$ cat config.mk
export PLATFORM = sky130hd
export DESIGN_NAME = ale_cell
export DESIGN_NICKNAME = d
export VERILOG_FILES = /design/src/rtl/ale_pkg.sv /design/src/rtl/ale_cell.sv
export SDC_FILE = /design/constraint.sdc
export NUM_CORES = 1
export LEC_CHECK = 0
export BUFFER_PORTS_ARGS = -buffer_cell sky130_fd_sc_hd__buf_2
export CORE_ASPECT_RATIO = 1.4
export CORE_UTILIZATION = 42
export CTS_CLUSTER_SIZE = 20
export DETAILED_ROUTE_END_ITERATION = 8
export PLACE_DENSITY = 0.81
export SLEW_MARGIN = 10
export SYNTH_ARGS = -nofsm -noshare
export SYNTH_HDL_FRONTEND = slang
export SYNTH_SLANG_ARGS = --single-unit
$ cat constraint.sdc
create_clock -name i_clk -period 4.8 [get_ports i_clk]
set_input_delay 0.72 -clock i_clk [delete_from_list [all_inputs] [get_ports i_clk]]
set_output_delay 0.72 -clock i_clk [all_outputs]
set_load 0.01 [all_outputs]
$ cat src/rtl/ale_pkg.sv
// ----------------------------------------------------------------------------
// ale_pkg
// types and codes shared by the ordered list engine, its cells and checker
// ----------------------------------------------------------------------------
package ale_pkg;

    localparam int DATA_W = 32;
    localparam int OPC_W  = 3;
    localparam int POS_W  = 8;
    localparam int STAT_W = 2;
    localparam int OUT_W  = 8;

    // request opcodes; the two unused codes fall to the default arm
    typedef enum logic [OPC_W-1:0] {
        OP_CLEAR  = 3'd0,
        OP_INSERT = 3'd1,
        OP_DELETE = 3'd2,
        OP_LOCATE = 3'd3,
        OP_REMOVE = 3'd4,
        OP_READ   = 3'd5
    } t_opcode;

    typedef enum logic [STAT_W-1:0] {
        ST_OK    = 2'd0,
        ST_FULL  = 2'd1,
        ST_RANGE = 2'd2
    } t_status;

    typedef enum logic [2:0] {
        S_IDLE,
        S_DECODE,
        S_LOCATE,
        S_REMOVE,
        S_READ
    } t_state;

    // operation broadcast to every cell of the chain
    typedef enum logic [2:0] {
        CELL_HOLD,
        CELL_INSERT,
        CELL_DELETE,
        CELL_MARK,
        CELL_SCAN,
        CELL_COMPACT,
        CELL_ROTATE
    } t_cell_op;

    typedef struct packed {
        t_cell_op                  op;
        logic signed [DATA_W-1:0]  key;
        logic [POS_W-1:0]          pos_idx;
        logic                      phase;
    } t_cell_cmd;

endpackage

$ cat src/rtl/ale_cell.sv
// ----------------------------------------------------------------------------
// ale_cell
// one list entry with its match and hole flags, linked to both neighbors
// ----------------------------------------------------------------------------
module ale_cell #(
    parameter int CAPACITY = 128,
    parameter int INDEX    = 0
) (
    input  logic                                i_clk,
    input  ale_pkg::t_cell_cmd                  i_cmd,
    input  logic [$clog2(CAPACITY+1)-1:0]       i_count,
    input  logic signed [ale_pkg::DATA_W-1:0]   i_left_data,
    input  logic                                i_left_hole,
    input  logic signed [ale_pkg::DATA_W-1:0]   i_right_data,
    input  logic                                i_right_hole,
    input  logic                                i_right_scan,
    output logic signed [ale_pkg::DATA_W-1:0]   o_data,
    output logic                                o_scan,
    output logic                                o_hole
);
    import ale_pkg::*;

    localparam int CNT_W = $clog2(CAPACITY + 1);
    localparam int CMP_W = ((CNT_W > POS_W) ? CNT_W : POS_W) + 1;
    localparam logic [CMP_W-1:0] MY_IDX = CMP_W'(INDEX);
    localparam logic IDX_ODD = 1'(INDEX % 2);

    logic signed [DATA_W-1:0] r_data, n_data;
    logic                     r_scan, n_scan;
    logic                     r_hole, n_hole;
    logic [CMP_W-1:0]         pos_x;
    logic                     in_list;
    logic                     key_hit;
    logic                     pair_left;

    assign pos_x     = CMP_W'(i_cmd.pos_idx);
    assign in_list   = MY_IDX < CMP_W'(i_count);
    assign key_hit   = (r_data == i_cmd.key);
    // left member of an odd-even pair when parity matches the phase
    assign pair_left = (IDX_ODD == i_cmd.phase);

    always_comb begin
        n_data = r_data;
        n_scan = r_scan;
        n_hole = r_hole;
        case (i_cmd.op)
            CELL_INSERT: begin
                if (MY_IDX == pos_x) begin
                    n_data = i_cmd.key;
                end else if (MY_IDX > pos_x) begin
                    n_data = i_left_data;
                end
            end
            CELL_DELETE: begin
                if (MY_IDX >= pos_x) begin
                    n_data = i_right_data;
                end
            end
            CELL_MARK: begin
                n_scan = in_list && key_hit;
                n_hole = !in_list || key_hit;
            end
            CELL_SCAN: begin
                n_scan = i_right_scan;
            end
            CELL_COMPACT: begin
                n_scan = i_right_scan;
                // holes drift right past kept entries, order of kept ones stays
                if (pair_left) begin
                    if (r_hole && !i_right_hole) begin
                        n_data = i_right_data;
                        n_hole = 1'b0;
                    end
                end else begin
                    if (i_left_hole && !r_hole) begin
                        n_data = i_left_data;
                        n_hole = 1'b1;
                    end
                end
            end
            CELL_ROTATE: begin
                n_data = i_right_data;
            end
            default: begin
                n_data = r_data;
            end
        endcase
    end

    always_ff @(posedge i_clk) begin
        r_data <= n_data;
        r_scan <= n_scan;
        r_hole <= n_hole;
    end

    assign o_data = r_data;
    assign o_scan = r_scan;
    assign o_hole = r_hole;

endmodule

== After elaboration in Yosys (flattened, before gate mapping) ==
Cells that the tools add are included.
Word-level totals
  bits of input ports: 120
  bits in registers: 34
  output and inout bits: 34
  logic and storage cells: 43
Cells by class
  order comparisons: 3
  mux-type cells: 12
  reduce and logical (&&, ||, !) cells: 14
  eq/ne operators: 11
Operators with widths (count)
  $mux W32: 6
  $pmux W32 S4: 1
  $eq A32 B32 Y1: 1
  $eq A3 B3 Y1 const B: 3
  $logic_not A9 Y1: 1
  $ne A3 B3 Y1 const B: 3
  $ge A1 B8 Y1 const A: 1
  $gt A1 B8 Y1 const A: 1
  $lt A1 B8 Y1 const A: 1
  $eq A3 B2 Y1 const B: 2
  $reduce_and A5 Y1: 1
  $pmux W1 S2: 2
  $reduce_bool A2 Y1: 2
  $reduce_bool A4 Y1: 1
  $eq A3 B1 Y1 const B: 1
  $logic_and A1 B1 Y1: 3
  $logic_not A1 Y1: 3
  $mux W1: 3
  $reduce_and A3 Y1: 1
  $ne A2 B2 Y1 const B: 1
  $reduce_or A2 Y1: 1
  $logic_or A1 B1 Y1: 1

== Longest topological paths before layout ==
  word-level depth: 5
  gate-level depth with buffers: 7
  mapped depth without buffers: 5

== Worst setup path after synthesis ==
OpenSTA, ideal clock, no wires.
  path kind: input to register
  start point: input port i_cmd[0] (netlist bit)
  end point: register r_data[0] (netlist: o_data[0]), enable pin
  path buffers: 0
  data arrival time: 3.676 ns
  slack: 0.650 ns
  setup time: 0.474 ns
  cell stages on the path: 4
  required time: 4.326 ns
  cell sequence: nor3_1 -> a31oi_1 -> a21o_2 -> a221oi_1
Between the ends
  longest elaborated chain between the ends: 2
  elaborated cells between the ends (all ways): 3
  classes of those cells: eq/ne: 2; reduce/logical: 1
Ends and longest elaborated chain
  start, declared: RTL line ale_cell.sv:10  | input ale_pkg::t_cell_cmd i_cmd,
  $ne A3 B3 Y1 (no line)
  $reduce_and A5 Y1 (no line) (*)
  end signal, assigned: RTL line ale_cell.sv:91  | r_data <= n_data;
  end, declared: RTL line ale_cell.sv:28  | logic signed [DATA_W-1:0] r_data, n_data;
Every way passes the cells marked *; elsewhere a longest branch is shown, timed or not.
A chain may end at the register's enable or synchronous reset.

== Final worst setup path ==
  start point: input port i_cmd[5] (netlist bit)
  end point: register r_data[16] (netlist: o_data[16]) (data pin)
Between the ends
  longest elaborated chain between the ends: 3
Ends and longest elaborated chain
  $logic_not A9 Y1: RTL line ale_cell.sv:48  | if (MY_IDX == pos_x) begin
  $mux W32: RTL line ale_cell.sv:48
  $pmux W32 S4: RTL line ale_cell.sv:46  | case (i_cmd.op)
  via n_data[16]: RTL line ale_cell.sv:28
The timed path passes the listed nets, and every way through them passes these cells.

==> flow_summary_export.csv <==
group,metric,value,unit
run_status,outcome,"complete, no violations",
synthesis,synthesis.area,2215,µm²
cts,cts_max_level,2,
power,pwr_density_cell,247.4,nW/µm²
sta,worst_slew_pin_slew,0.9226,ns
grt,antenna_found_initial,0,
floorplan,row_count,30,
setup_path,critPathMaxFanout,32,
detailed_routing,drc,0,
setup_path,crit_start,"i_cmd[5]",
setup_path,rr_worst_depth,6,
sta,setup_violations,0,
hold_path,hold_path_startpoint,"i_left_data[24]",
cells_and_area,drive_gt1_frac,0.5193,
grt,grt_max_degree,33,
grt,grt_usage,0.2165,
hold_path,min_path_cells,2,
cells_and_area,regArea,1021,µm²
sta,min_period,2.190,ns
setup_path,crit_type,"primary input to flip-flop",
detailed_routing,wirelength,6276,µm
placement,gp_congestion,0.7959,
cts,clock_sinks,34,
sta,period_share,0.4563,
setup_path,cp.required,4.94,ns
setup_path,r2r-start,"o_hole",
cells_and_area,n_fill_cell,439,
sta,timing_hold_violations_final,0,
floorplan,die_area,5571,µm²
detailed_routing,ant_nets,0,
detailed_routing,wl_per_cell,15.65,µm
detailed_routing,via_per_inst,5.262,
cts,cts_tree,"yes",
cells_and_area,multi_input_area,1101,µm²
synthesis,ys_seq_area_frac,0.4610,
cells_and_area,finalInstanceArea,3083,µm²
cts,clkSlewWorstSetupHoldPaths,0.08,ns
detailed_routing,vias,2110,
sta,maxSlewHeadroom,0.3850,
sta,rsz0062_at_grt,"false",
cts,cts.repair.resized,0,
power,p_leak,1.510,nW
synthesis,syn_nets,304,
setup_path,critPathLaunchType,"primary input",
grt,grt_overflow,0,
run,maxCapViolations,0,
synthesis,synthCells,184,
placement,placed_area,2998,µm²
synthesis,yosysWarnings,0,
hold_path,hp-class,"primary input to flip-flop",
synthesis,synth_edf_count,34,
cells_and_area,fin_nets,456,
detailed_routing,first_pass_iters,4,
cts,post-cts-setup-buffers,0,
synthesis,ys_types,27,
grt,grt_pass1_wl,9308,µm
setup_path,r2r_end,"o_data[8]",
cts,insertion_delay,0.28,ns
synthesis,ys_ff_latch,34,
cells_and_area,area_delta_synth_final,39.21,%
cts,cts_buffer_depth,2,
setup_path,r2r_slack,2.94,ns
sta,setup_tns,0,ns
floorplan,core_area,4955,µm²
floorplan,start_util,0.4470,
setup_path,arrival,2.33,ns
synthesis,syn_area_per_cell,12.04,µm²
cts,holdBufCountCts,0,
sta,fin_worst_skew,0.01313,ns
sta,worst_slack,2.610,ns
sta,fmax,456.5,MHz
placement,place_ws,2.291,ns
sta,slew_violations,0,
cts,cts-buffers-inserted,5,
floorplan,die_h,87.92,µm
synthesis,ys.flop_type,"edfxtp_1",
placement,portBuffers,153,
floorplan,pin_count,154,
setup_path,end_kind,"flip-flop",
grt,grt_pass1_vias,2040,
synthesis,synthArstFlopShare,0,
hold_path,min_to,"o_data[24]",
cts,root_buffer,"clkbuf_8",
detailed_routing,first_iter_violations,137,
power,irDropWorstVdd,0.1796,mV
cells_and_area,antennaDiodeCount,0,
placement,dp_hpwl,4883,µm
floorplan,die_w,63.37,µm
-- report_power, final --
part / switching [W] / internal (W) / leakage (nW) / total (W)
clock: 0.000103 / 0.0000993 / 0.0416 / 0.000203
combinational: 0.0000916 / 0.000102 / 1.15 / 0.000194
sequential: 0.0000116 / 0.000354 / 0.322 / 0.000366
total: 0.000207 / 0.000556 / 1.51 / 0.000763
-- flip-flops by register name, indices dropped and copies added (netlist names) --
signal,cells
o_data,32
o_hole,1
o_scan,1
-- area by class of cell --
class	count	area share
tap	64	0.02597
inverter	4	0.004870
sequential	34	0.3312
clock buffer	5	0.02232
multi-input combinational	136	0.3571
clock inverter	3	0.005276
timing repair buffer	155	0.2532
-- metal layers --
| metal | share of wire | wire [µm] | track usage |
|---|---|---|---|
| met1 | 0.37 | 2337 | 0.2420 |
| met2 | 0.55 | 3483 | 0.4043 |
| met3 | 0.061 | 381 | 0.05078 |
| met4 | 0.012 | 74 | 0.06405 |
| met5 | 0 | 0 | 0 |
-- how the worst max path moves through the flow --
| stage | endpoint | slack [ns] | cells past startpoint |
|---|---|---|---|
| global route | o_data[30] | 2.48 | 6 |
| global placement | o_data[3] | 2.38 | 6 |
| detailed placement | o_data[14] | 2.29 | 6 |
| finish | o_data[16] | 2.61 | 6 |
| floorplan | o_data[0] | 0.65 | 4 |
| CTS | o_data[18] | 2.58 | 6 |
-- cell usage after synthesis (3+ instances only) --
| master | instances | area (µm²) |
|---|---|---|
| a21o_1 | 30 | 225.2 |
| nand4_1 | 8 | 50.05 |
| buf_4 | 3 | 22.52 |
| buf_6 | 6 | 67.56 |
| nand2_1 | 6 | 22.52 |
| nor4_1 | 6 | 37.54 |
| a22o_1 | 32 | 280.3 |
| xnor2_1 | 32 | 280.3 |
| inv_1 | 3 | 11.26 |
| o21ai_2 | 3 | 26.28 |
| a21o_2 | 3 | 26.28 |
| edfxtp_1 | 34 | 1021 |
-- placed cells by master (no fill, tap or decap), types with 2 or more instances in the layout --
| cell | count |
|---|---|
| buf_2 | 153 |
| edfxtp_1 | 34 |
| a22o_1 | 32 |
| xnor2_1 | 32 |
| a21o_1 | 30 |
| nand4_1 | 8 |
| nor4_1 | 6 |
| nand2_1 | 6 |
| clkbuf_8 | 5 |
| o21ai_2 | 3 |
| a21o_2 | 3 |
| inv_1 | 3 |
| nor2_1 | 2 |
| o21ai_0 | 2 |
| a31oi_1 | 2 |
| buf_4 | 2 |
-- worst max-delay path, stage by stage --
cell and delay (ns):
buf_2 0.10, nor4_1 0.30, nand2_1 0.23, nor2_4 0.65
a22o_1 0.23, a21o_1 0.09
-- cell families (layout without fill, tap and decap cells) --
kind of cell | after synthesis | count (layout) | share of synthesized area
xor gates and xnor gates | 32 | 32 | 0.1266
AOI/OAI and AO/OA | 75 | 75 | 0.2780
DFF | 34 | 34 | 0.4610
and+or+nand+nor | 29 | 29 | 0.08475
buffers and inverters | 14 | 167 | 0.04971
-- through the flow --
stage | util | instances | total power, W | hold slack, ns
4_1_cts | 0.6222 | 401 | 0.0007678 | 0.6994
6_report | 0.6222 | 401 | 0.0007626 | 0.7028
3_5_place_dp | 0.6051 | 393 | 0.0005674 | 0.9011
3_3_place_gp | 0.6051 | 393 | 0.0005638 | 0.8828
2_1_floorplan | - | 184 | 0.0004780 | 0.8560
5_1_grt | 0.6222 | 401 | 0.0007987 | 0.6895
Power figures use the tool's default switching activity.
